## config.mk

```make
export PLATFORM = sky130hd
export DESIGN_NAME = tty_line_discipline
export DESIGN_NICKNAME = d
export VERILOG_FILES = /design/src/design/ttyld_pkg.sv /design/src/design/ttyld_front.sv /design/src/design/ttyld_fifo.sv /design/src/design/ttyld_back.sv /design/src/design/tty_line_discipline.sv
export SDC_FILE = /design/constraint.sdc
export NUM_CORES = 2
export LEC_CHECK = 0
export BUFFER_PORTS_ARGS = -buffer_cell sky130_fd_sc_hd__buf_4
export CAP_MARGIN = 20
export CORE_ASPECT_RATIO = 2
export CORE_MARGIN = 5
export CORE_UTILIZATION = 40
export DETAILED_ROUTE_END_ITERATION = 10
export MAX_ROUTING_LAYER = met4
export REMOVE_ABC_BUFFERS = 1
export SKIP_LAST_GASP = 1
export SYNTH_ARGS = -nofsm -noshare
export SYNTH_HDL_FRONTEND = slang
export SYNTH_SLANG_ARGS = --single-unit
```

## constraint.sdc

```tcl
create_clock -name clk -period 5 [get_ports clk]
set_input_delay 0.5 -clock clk [delete_from_list [all_inputs] [get_ports clk]]
set_output_delay 0.5 -clock clk [all_outputs]
set_load 0.005 [all_outputs]
```

## src/design/ttyld_pkg.sv

```systemverilog
// Shared types, constants and codes of the tty line discipline.
package ttyld_pkg;

    localparam int NUM_LAYERS = 8;
    localparam int LINE_DEPTH = 32;

    localparam int LAYER_W   = 3;
    localparam int CHAR_W    = 8;
    localparam int KIND_W    = 3;
    localparam int OP_W      = 3;
    localparam int CFG_IDX_W = 3;
    localparam int IDX_W     = $clog2(LINE_DEPTH);
    localparam int LEN_W     = $clog2(LINE_DEPTH + 1);
    localparam int QDEPTH    = 4;
    localparam int QPTR_W    = $clog2(QDEPTH);

    localparam logic [CFG_IDX_W-1:0] CFG_ECHO   = 3'd0;
    localparam logic [CFG_IDX_W-1:0] CFG_RAW    = 3'd1;
    localparam logic [CFG_IDX_W-1:0] CFG_CBREAK = 3'd2;
    localparam logic [CFG_IDX_W-1:0] CFG_CRMOD  = 3'd3;

    localparam logic [KIND_W-1:0] KIND_ECHO = 3'd0;
    localparam logic [KIND_W-1:0] KIND_PASS = 3'd1;
    localparam logic [KIND_W-1:0] KIND_LINE = 3'd2;
    localparam logic [KIND_W-1:0] KIND_EOF  = 3'd3;
    localparam logic [KIND_W-1:0] KIND_INTR = 3'd4;
    localparam logic [KIND_W-1:0] KIND_QUIT = 3'd5;

    localparam logic [OP_W-1:0] OP_EOF   = 3'd0;
    localparam logic [OP_W-1:0] OP_ERASE = 3'd1;
    localparam logic [OP_W-1:0] OP_KILL  = 3'd2;
    localparam logic [OP_W-1:0] OP_INTR  = 3'd3;
    localparam logic [OP_W-1:0] OP_QUIT  = 3'd4;
    localparam logic [OP_W-1:0] OP_ORD   = 3'd5;

    localparam logic [CHAR_W-1:0] CH_EOT   = 8'h04;
    localparam logic [CHAR_W-1:0] CH_BS    = 8'h08;
    localparam logic [CHAR_W-1:0] CH_LF    = 8'h0A;
    localparam logic [CHAR_W-1:0] CH_CR    = 8'h0D;
    localparam logic [CHAR_W-1:0] CH_FS    = 8'h1C;
    localparam logic [CHAR_W-1:0] CH_AT    = 8'h40;
    localparam logic [CHAR_W-1:0] CH_DEL   = 8'h7F;
    localparam logic [CHAR_W-1:0] CH_MASK7 = 8'h7F;

    typedef struct packed {
        logic [LAYER_W-1:0] layer_index;
        logic [CHAR_W-1:0]  char_in;
    } in_req_t;

    typedef struct packed {
        logic [LAYER_W-1:0] target_layer;
        logic [KIND_W-1:0]  kind;
        logic [CHAR_W-1:0]  data;
        logic               last;
    } out_req_t;

    typedef struct packed {
        logic [OP_W-1:0]    op;
        logic [LAYER_W-1:0] layer;
        logic [CHAR_W-1:0]  ch;
        logic               echo;
        logic               rawmode;
    } cmd_t;

    typedef struct packed {
        logic full;
        logic empty;
    } q_flags_t;

endpackage

```

## src/design/ttyld_front.sv

```systemverilog
// Front end: mode registers, character classification and command push.
module ttyld_front (
    input  logic                         clk,
    input  logic                         rst_n,
    input  logic                         in_valid,
    output logic                         in_stall,
    input  ttyld_pkg::in_req_t           in_data,
    input  logic                         cfg_we,
    input  logic [ttyld_pkg::CFG_IDX_W-1:0] cfg_index,
    input  logic [ttyld_pkg::CHAR_W-1:0] cfg_data,
    input  ttyld_pkg::q_flags_t          q_flags,
    output logic                         q_push,
    output ttyld_pkg::cmd_t              q_cmd
);
    import ttyld_pkg::*;

    logic [7:0] echo_reg;
    logic [7:0] raw_reg;
    logic [7:0] cbreak_reg;
    logic [7:0] crmod_reg;

    logic [LAYER_W-1:0] lay;
    logic               raw;
    logic               rawmode;
    logic               crmod;
    logic [CHAR_W-1:0]  c;
    logic               in_range;

    always_ff @(posedge clk or negedge rst_n)
    begin
        if (!rst_n)
        begin
            echo_reg   <= '0;
            raw_reg    <= '0;
            cbreak_reg <= '0;
            crmod_reg  <= '0;
        end
        else if (cfg_we)
        begin
            case (cfg_index)
                CFG_ECHO:   echo_reg   <= cfg_data;
                CFG_RAW:    raw_reg    <= cfg_data;
                CFG_CBREAK: cbreak_reg <= cfg_data;
                CFG_CRMOD:  crmod_reg  <= cfg_data;
                default:    ;
            endcase
        end
    end

    assign in_stall = q_flags.full;
    assign lay      = in_data.layer_index;
    assign raw      = raw_reg[lay];
    assign rawmode  = raw | cbreak_reg[lay];
    assign crmod    = crmod_reg[lay];
    assign c        = raw ? in_data.char_in : (in_data.char_in & CH_MASK7);
    assign in_range = {1'b0, lay} < (LAYER_W + 1)'(NUM_LAYERS);
    assign q_push   = in_valid && !in_stall && in_range;

    always_comb
    begin
        q_cmd.layer   = lay;
        q_cmd.echo    = echo_reg[lay];
        q_cmd.rawmode = rawmode;
        q_cmd.ch      = c;
        if (!rawmode && c == CH_EOT)
            q_cmd.op = OP_EOF;
        else if (!rawmode && c == CH_BS)
            q_cmd.op = OP_ERASE;
        else if (!rawmode && c == CH_AT)
            q_cmd.op = OP_KILL;
        else if (!raw && c == CH_DEL)
            q_cmd.op = OP_INTR;
        else if (!raw && c == CH_FS)
            q_cmd.op = OP_QUIT;
        else
        begin
            q_cmd.op = OP_ORD;
            if (c == CH_CR && !rawmode && crmod)
                q_cmd.ch = CH_LF;
        end
    end

endmodule

```

## src/design/ttyld_fifo.sv

```systemverilog
// Short command queue between front end and back end.
module ttyld_fifo (
    input  logic                clk,
    input  logic                rst_n,
    input  logic                push,
    input  ttyld_pkg::cmd_t     push_cmd,
    input  logic                pop,
    output ttyld_pkg::cmd_t     pop_cmd,
    output ttyld_pkg::q_flags_t flags
);
    import ttyld_pkg::*;

    cmd_t              slot_reg [QDEPTH];
    logic [QPTR_W-1:0] wr_ptr_reg;
    logic [QPTR_W-1:0] rd_ptr_reg;
    logic [QPTR_W:0]   count_reg;

    assign flags.full  = count_reg == (QPTR_W + 1)'(QDEPTH);
    assign flags.empty = count_reg == '0;
    assign pop_cmd     = slot_reg[rd_ptr_reg];

    always_ff @(posedge clk)
    begin
        if (push)
            slot_reg[wr_ptr_reg] <= push_cmd;
    end

    always_ff @(posedge clk or negedge rst_n)
    begin
        if (!rst_n)
        begin
            wr_ptr_reg <= '0;
            rd_ptr_reg <= '0;
            count_reg  <= '0;
        end
        else
        begin
            if (push)
                wr_ptr_reg <= wr_ptr_reg + QPTR_W'(1);
            if (pop)
                rd_ptr_reg <= rd_ptr_reg + QPTR_W'(1);
            if (push && !pop)
                count_reg <= count_reg + (QPTR_W + 1)'(1);
            else if (pop && !push)
                count_reg <= count_reg - (QPTR_W + 1)'(1);
        end
    end

endmodule

```

## src/design/ttyld_back.sv

```systemverilog
// Back end: line buffers, line lengths and result sequencing.
module ttyld_back (
    input  logic                clk,
    input  logic                rst_n,
    input  ttyld_pkg::q_flags_t q_flags,
    input  ttyld_pkg::cmd_t     q_cmd,
    output logic                q_pop,
    output logic                out_valid,
    input  logic                out_stall,
    output ttyld_pkg::out_req_t out_data
);
    import ttyld_pkg::*;

    localparam int MEM_AW    = LAYER_W + IDX_W;
    localparam int MEM_DEPTH = 2 ** MEM_AW;

    localparam logic [2:0] S_IDLE  = 3'd0;
    localparam logic [2:0] S_EXEC  = 3'd1;
    localparam logic [2:0] S_ECHO1 = 3'd2;
    localparam logic [2:0] S_ECHO2 = 3'd3;
    localparam logic [2:0] S_SIG   = 3'd4;
    localparam logic [2:0] S_PASS  = 3'd5;
    localparam logic [2:0] S_STORE = 3'd6;
    localparam logic [2:0] S_LREAD = 3'd7;

    logic [2:0]        state_reg, state_next;
    logic              lout_reg, lout_next;
    cmd_t              cmd_reg, cmd_next;
    logic [LEN_W-1:0]  len_reg [2 ** LAYER_W];
    logic [LEN_W-1:0]  total_reg, total_next;
    logic [LEN_W-1:0]  idx_reg, idx_next;
    logic              out_valid_reg, out_valid_next;
    out_req_t          out_data_reg, out_data_next;
    logic [CHAR_W-1:0] mem [MEM_DEPTH];
    logic [CHAR_W-1:0] rdata_reg;

    logic              out_free;
    logic              len_we;
    logic [LEN_W-1:0]  len_wval;
    logic [LEN_W-1:0]  len_cur;
    logic [LEN_W-1:0]  len_grown;
    logic [LEN_W-1:0]  idx_inc;
    logic              mem_we;
    logic              mem_re;
    logic              line_end;
    logic [KIND_W-1:0] sig_kind;

    assign out_valid = out_valid_reg;
    assign out_data  = out_data_reg;
    assign out_free  = !out_valid_reg || !out_stall;
    assign len_cur   = len_reg[cmd_reg.layer];
    assign idx_inc   = idx_reg + LEN_W'(1);
    assign line_end  = idx_inc == total_reg;
    assign len_grown = (len_cur < LEN_W'(LINE_DEPTH)) ? len_cur + LEN_W'(1) : len_cur;
    assign q_pop     = state_reg == S_IDLE && !lout_reg && !q_flags.empty;

    always_comb
    begin
        case (cmd_reg.op)
            OP_EOF:  sig_kind = KIND_EOF;
            OP_INTR: sig_kind = KIND_INTR;
            default: sig_kind = KIND_QUIT;
        endcase
    end

    always_comb
    begin
        state_next     = state_reg;
        lout_next      = lout_reg;
        cmd_next       = cmd_reg;
        total_next     = total_reg;
        idx_next       = idx_reg;
        out_valid_next = out_valid_reg && out_stall;
        out_data_next  = out_data_reg;
        len_we         = 1'b0;
        len_wval       = '0;
        mem_we         = 1'b0;
        mem_re         = 1'b0;

        if (lout_reg)
        begin
            // registered line character is ready to go out
            if (out_free)
            begin
                out_valid_next = 1'b1;
                out_data_next  = '{cmd_reg.layer, KIND_LINE, rdata_reg, line_end};
                idx_next       = idx_inc;
                lout_next      = 1'b0;
                state_next     = line_end ? S_IDLE : S_LREAD;
            end
        end
        else
        begin
            case (state_reg)
                S_IDLE:
                begin
                    if (q_pop)
                    begin
                        cmd_next   = q_cmd;
                        state_next = S_EXEC;
                    end
                end
                S_EXEC:
                begin
                    case (cmd_reg.op)
                        OP_EOF:
                            state_next = S_SIG;
                        OP_INTR, OP_QUIT:
                        begin
                            len_we     = 1'b1;
                            state_next = S_SIG;
                        end
                        OP_ERASE:
                        begin
                            len_we     = 1'b1;
                            len_wval   = (len_cur != '0) ? len_cur - LEN_W'(1) : len_cur;
                            state_next = cmd_reg.echo ? S_ECHO1 : S_IDLE;
                        end
                        OP_KILL:
                        begin
                            len_we     = 1'b1;
                            state_next = cmd_reg.echo ? S_ECHO1 : S_IDLE;
                        end
                        OP_ORD:
                        begin
                            if (cmd_reg.echo)
                                state_next = S_ECHO1;
                            else if (cmd_reg.rawmode)
                                state_next = S_PASS;
                            else
                                state_next = S_STORE;
                        end
                        default:
                            state_next = S_IDLE;
                    endcase
                end
                S_ECHO1:
                begin
                    if (out_free)
                    begin
                        out_valid_next = 1'b1;
                        out_data_next.target_layer = cmd_reg.layer;
                        out_data_next.kind         = KIND_ECHO;
                        out_data_next.data = (cmd_reg.op == OP_KILL) ? CH_AT : cmd_reg.ch;
                        out_data_next.last = (cmd_reg.op == OP_ERASE)
                            || (cmd_reg.op == OP_ORD && !cmd_reg.rawmode
                                && cmd_reg.ch != CH_LF);
                        if (cmd_reg.op == OP_KILL)
                            state_next = S_ECHO2;
                        else if (cmd_reg.op == OP_ERASE)
                            state_next = S_IDLE;
                        else if (cmd_reg.rawmode)
                            state_next = S_PASS;
                        else
                            state_next = S_STORE;
                    end
                end
                S_ECHO2:
                begin
                    if (out_free)
                    begin
                        out_valid_next = 1'b1;
                        out_data_next  = '{cmd_reg.layer, KIND_ECHO, CH_LF, 1'b1};
                        state_next     = S_IDLE;
                    end
                end
                S_SIG:
                begin
                    if (out_free)
                    begin
                        out_valid_next = 1'b1;
                        out_data_next  = '{cmd_reg.layer, sig_kind, '0, 1'b1};
                        state_next     = S_IDLE;
                    end
                end
                S_PASS:
                begin
                    if (out_free)
                    begin
                        out_valid_next = 1'b1;
                        out_data_next  = '{cmd_reg.layer, KIND_PASS, cmd_reg.ch, 1'b1};
                        state_next     = S_IDLE;
                    end
                end
                S_STORE:
                begin
                    mem_we = len_cur < LEN_W'(LINE_DEPTH);
                    len_we = 1'b1;
                    if (cmd_reg.ch == CH_LF)
                    begin
                        total_next = len_grown;
                        idx_next   = '0;
                        state_next = S_LREAD;
                    end
                    else
                    begin
                        len_wval   = len_grown;
                        state_next = S_IDLE;
                    end
                end
                S_LREAD:
                begin
                    mem_re    = 1'b1;
                    lout_next = 1'b1;
                end
                default:
                    state_next = S_IDLE;
            endcase
        end
    end

    always_ff @(posedge clk)
    begin
        if (mem_we)
            mem[{cmd_reg.layer, len_cur[IDX_W-1:0]}] <= cmd_reg.ch;
        if (mem_re)
            rdata_reg <= mem[{cmd_reg.layer, idx_reg[IDX_W-1:0]}];
    end

    always_ff @(posedge clk)
    begin
        cmd_reg      <= cmd_next;
        total_reg    <= total_next;
        idx_reg      <= idx_next;
        out_data_reg <= out_data_next;
    end

    always_ff @(posedge clk or negedge rst_n)
    begin
        if (!rst_n)
        begin
            state_reg     <= S_IDLE;
            lout_reg      <= 1'b0;
            out_valid_reg <= 1'b0;
            for (int i = 0; i < 2 ** LAYER_W; i++)
                len_reg[i] <= '0;
        end
        else
        begin
            state_reg     <= state_next;
            lout_reg      <= lout_next;
            out_valid_reg <= out_valid_next;
            if (len_we)
                len_reg[cmd_reg.layer] <= len_wval;
        end
    end

endmodule

```

## src/design/tty_line_discipline.sv

```systemverilog
// Top level of the tty line discipline: front end, command queue, back end.
//
//  channel   direction  handshake            payload
//  in        request in in_valid / in_stall  in_data   (layer_index, char_in)
//  out       result out out_valid / out_stall out_data (target_layer, kind, data, last)
//  cfg       write in   cfg_we               cfg_index, cfg_data
//
// Editing, signal and cooked characters are sequenced by the back end state machine;
// a completed line is sent out one buffered character at a time, each read through
// the registered read port of the line store.
// Reset clears the mode registers, the queue and every line length; no clearing pass.
// The queue holds 4 requests; in_stall rises only when it is full.
module tty_line_discipline (
    input  logic                            clk,
    input  logic                            rst_n,
    input  logic                            in_valid,
    output logic                            in_stall,
    input  ttyld_pkg::in_req_t              in_data,
    output logic                            out_valid,
    input  logic                            out_stall,
    output ttyld_pkg::out_req_t             out_data,
    input  logic                            cfg_we,
    input  logic [ttyld_pkg::CFG_IDX_W-1:0] cfg_index,
    input  logic [ttyld_pkg::CHAR_W-1:0]    cfg_data
);
    import ttyld_pkg::*;

    q_flags_t q_flags;
    logic     q_push;
    logic     q_pop;
    cmd_t     push_cmd;
    cmd_t     pop_cmd;

    ttyld_front u_front (
        .clk       (clk),
        .rst_n     (rst_n),
        .in_valid  (in_valid),
        .in_stall  (in_stall),
        .in_data   (in_data),
        .cfg_we    (cfg_we),
        .cfg_index (cfg_index),
        .cfg_data  (cfg_data),
        .q_flags   (q_flags),
        .q_push    (q_push),
        .q_cmd     (push_cmd)
    );

    ttyld_fifo u_fifo (
        .clk      (clk),
        .rst_n    (rst_n),
        .push     (q_push),
        .push_cmd (push_cmd),
        .pop      (q_pop),
        .pop_cmd  (pop_cmd),
        .flags    (q_flags)
    );

    ttyld_back u_back (
        .clk       (clk),
        .rst_n     (rst_n),
        .q_flags   (q_flags),
        .q_cmd     (pop_cmd),
        .q_pop     (q_pop),
        .out_valid (out_valid),
        .out_stall (out_stall),
        .out_data  (out_data)
    );

`ifndef SYNTHESIS
    a_no_overflow: assert property (@(posedge clk) disable iff (!rst_n)
        !(q_push && q_flags.full))
        else $error("command queue overflow");

    a_no_underflow: assert property (@(posedge clk) disable iff (!rst_n)
        q_pop |-> !q_flags.empty)
        else $error("command queue underflow");

    a_signal_last: assert property (@(posedge clk) disable iff (!rst_n)
        out_valid && (out_data.kind == KIND_EOF || out_data.kind == KIND_INTR
            || out_data.kind == KIND_QUIT) |-> out_data.last && out_data.data == '0)
        else $error("signal result not single or has data");
`endif

endmodule
```

==> impl_metrics.ini <==
[hold_path]
hp-class = input port to flop

[power]
comb_power_share = 0.151
switching_share = 0.2665
pwr-share-seq = 0.524
p_leak_nw = 31.89
p_int_mw = 34.06
cellPowerDensity_nw_per_um2 = 468.7
clkPwrFrac = 0.325
switchingPower_mw = 12.38
ir_drop_mv = 0.5331
p_total_mw = 46.44

[layout]
drive_above_1_share = 0.2517
mostFrequentLayoutCells = edfxtp_1 (2163), mux4_2 (547), nor2_1 (291)
utilization = 0.4520
largest_reg_flops = 2048
final_common_cell = edfxtp_1
areaGrowthSynthToFinish_pct = 12.43
nNetsFinal = 4343
fillers = 18347
design_area_um2 = 99090

[setup_path]
cpMostUsedCell = buf_12
crit_path_start_kind = flop
path_class = flop to flop
endpoint_kind = flop
crit_family = multiplexers
slowest_delay_ps = 990
crit_chain = buf_12 > buf_12 > mux4_2 > mux2i_1 > o22ai_1 > nor4_1 > nand4_1
slowest_stage = nor4_1
crit_buf_inv = 2
cp.required_ps = 5520
critical_path_arrival_ps = 4710
path_max_fanout = 43

[run_status]
status = finished with violations
violations = max-slew violations

[clock_network]
cts_root_buf = clkbuf_16
clk_latency_ps = 860
cts_sinks = 2255
cts_tree = done
cts-buffers-inserted = 185
clkTransAtPathRegs_ps = 70
cts_resized = 0
cts_buffer_depth = 4
htree_levels = 4

[grt]
grt.overflow.total = 0
grt_first_pass_wirelength_um = 325900
grt.total_usage = 0.2035
grt_max_degree = 194
grt_antenna_before_repair = 5
grt_pass1_vias = 44293

[die]
row_count = 243
initial_core_util = 0.4020
die_width_um = 341.9
die_h_um = 673.8
die_area_um2 = 230400
io_pins = 44
core_um2 = 219200

[placement]
hpwlAfterDp_um = 148900
io_buffers = 43
dpl_cell_area_um2 = 92720
gp_congestion = 0.8924

[timing]
post-route-period-util = 0.8372
finalCriticalPeriod_ps = 4186
grt_setup_unrepaired = no
relSlewSlack = -0.05406
hold_violations = 0
finalSetupTns_ps = 0
finalSetupViolCount = 0
slew_viol_final = 43
tightestPinTransition_ps = 1581
skew_ps = 66.49
worst_hold_slack_ps = 68.21
fmax_mhz = 238.9

[synthesis]
synth_edf_count = 2163
synthCells = 4131
synth_area_um2 = 88130
synth_seq_cells = 2255
yosysWarnings = 0
ys_types = 74
synth_top_flop_cell = edfxtp_1
avgSynthCellArea_um2 = 21.33
async_flop_share = 0.04080
yosysSeqAreaShare = 0.7631

[routing]
drt_iter0_drc = 3700
via_count = 41294
ant_nets = 0
drt-total-wl_um = 229400
post_drt_wl_per_cell_um = 31.02
via_per_inst = 5.584
drc = 0
drt_first_pass_iters = 8

[job]
maxCapViolations = 0
==> synthesized netlist by cell type, types with 11 or more instances <==
| library cell | n | area share |
|---|---|---|
| edfxtp_1 | 2163 | 0.74 |
| mux4_2 | 547 | 0.14 |
| nor2_1 | 291 | 0.012 |
| mux2i_1 | 260 | 0.030 |
| o22ai_1 | 129 | 0.0092 |
| clkbuf_1 | 109 | 0.0046 |
| dfrtp_1 | 92 | 0.026 |
| nand2_1 | 75 | 0.0032 |
| mux2_2 | 74 | 0.0095 |
| buf_1 | 71 | 0.0030 |
| buf_2 | 38 | 0.0022 |
| nor4_1 | 33 | 0.0023 |
| and2_1 | 21 | 0.0015 |
| nor3_1 | 15 | 0.00085 |
| a21oi_1 | 14 | 0.00080 |
| nand4_1 | 14 | 0.00099 |
| a31oi_1 | 13 | 0.00092 |
| nor2b_1 | 13 | 0.00092 |
| inv_1 | 12 | 0.00051 |
| o21ai_0 | 12 | 0.00068 |
| ha_1 | 11 | 0.0016 |
| xor2_1 | 11 | 0.0011 |
==> kinds of logic after synthesis <==
family,synth area share
simple gates,0.02659
compound gates,0.01543
buf+inv,0.01083
mux,0.1798
xor+xnor,0.002442
fa+ha+maj,0.001789
flops,0.7631
==> stage by stage <==
| stage | instances | worst slack [ps] |
|---|---|---|
| final | 7395 | 813.8 |
| after global routing | 7395 | 742.0 |
| after CTS | 7388 | 899.8 |
| after detailed placement | 7038 | 825.4 |
| after global placement | 7033 | 275.9 |
| after floorplan | 3908 | -17060 |
==> power groups by stage <==
stage	combinational, mW	sequential [mW]	clock [mW]
4_1_cts	7.16	24.3	15.3
3_3_place_gp	6.90	24.7	0
3_5_place_dp	7.14	24.7	0
2_1_floorplan	2.76	26.6	0
6_report	7.03	24.3	15.1
5_1_grt	7.46	24.4	16.1
==> path summary, 6_finish.rpt <==
check | from | end | slack (ps) | cells past startpoint
max | u_back.idx_reg[0]$_SDFFCE_PN0P_ | u_back.rdata_reg[7]$_DFFE_PP_ | 810 | 7
min | in_data[9] | u_fifo.slot_reg[0][11]$_DFFE_PP_ | 70 | 1
max reg2reg | u_back.idx_reg[0]$_SDFFCE_PN0P_ | u_back.rdata_reg[7]$_DFFE_PP_ | 810 | 7
min reg2reg | u_front.echo_reg[4]$_DFFE_PN0P_ | u_front.echo_reg[4]$_DFFE_PN0P_ | 510 | 1
max in group asynchronous | rst_n | u_front.raw_reg[7]$_DFFE_PN0P_ | 3360 | 4
min in group asynchronous | rst_n | u_front.crmod_reg[7]$_DFFE_PN0P_ | 540 | 3
==> what timing repair did <==
action	in CTS	in global routing
setup buffers	0	0
endpoints found under the hold margin	67	0
hold buffers	17	0
==> layer usage <==
layer / GRT usage / routed length [um]
met1: 0.2037 / 74000
met2: 0.3794 / 129400
met3: 0.02385 / 9827
met4: 0.1172 / 16190
met5: - / 0
==> layout make-up <==
type | count | area (um2) | share of cell area
flip-flops and latches | 2255 | 67250 | 0.6788
multi-input cells | 1639 | 19980 | 0.2017
clock buffers | 217 | 4835 | 0.04879
well taps | 2940 | 3679 | 0.03712
repair buffers | 209 | 1947 | 0.01965
clock inverters | 116 | 1323 | 0.01335
inverters | 14 | 52.55 | 0.0005304
diodes | 5 | 12.51 | 0.0001263
Power figures use the tool's default switching activity.
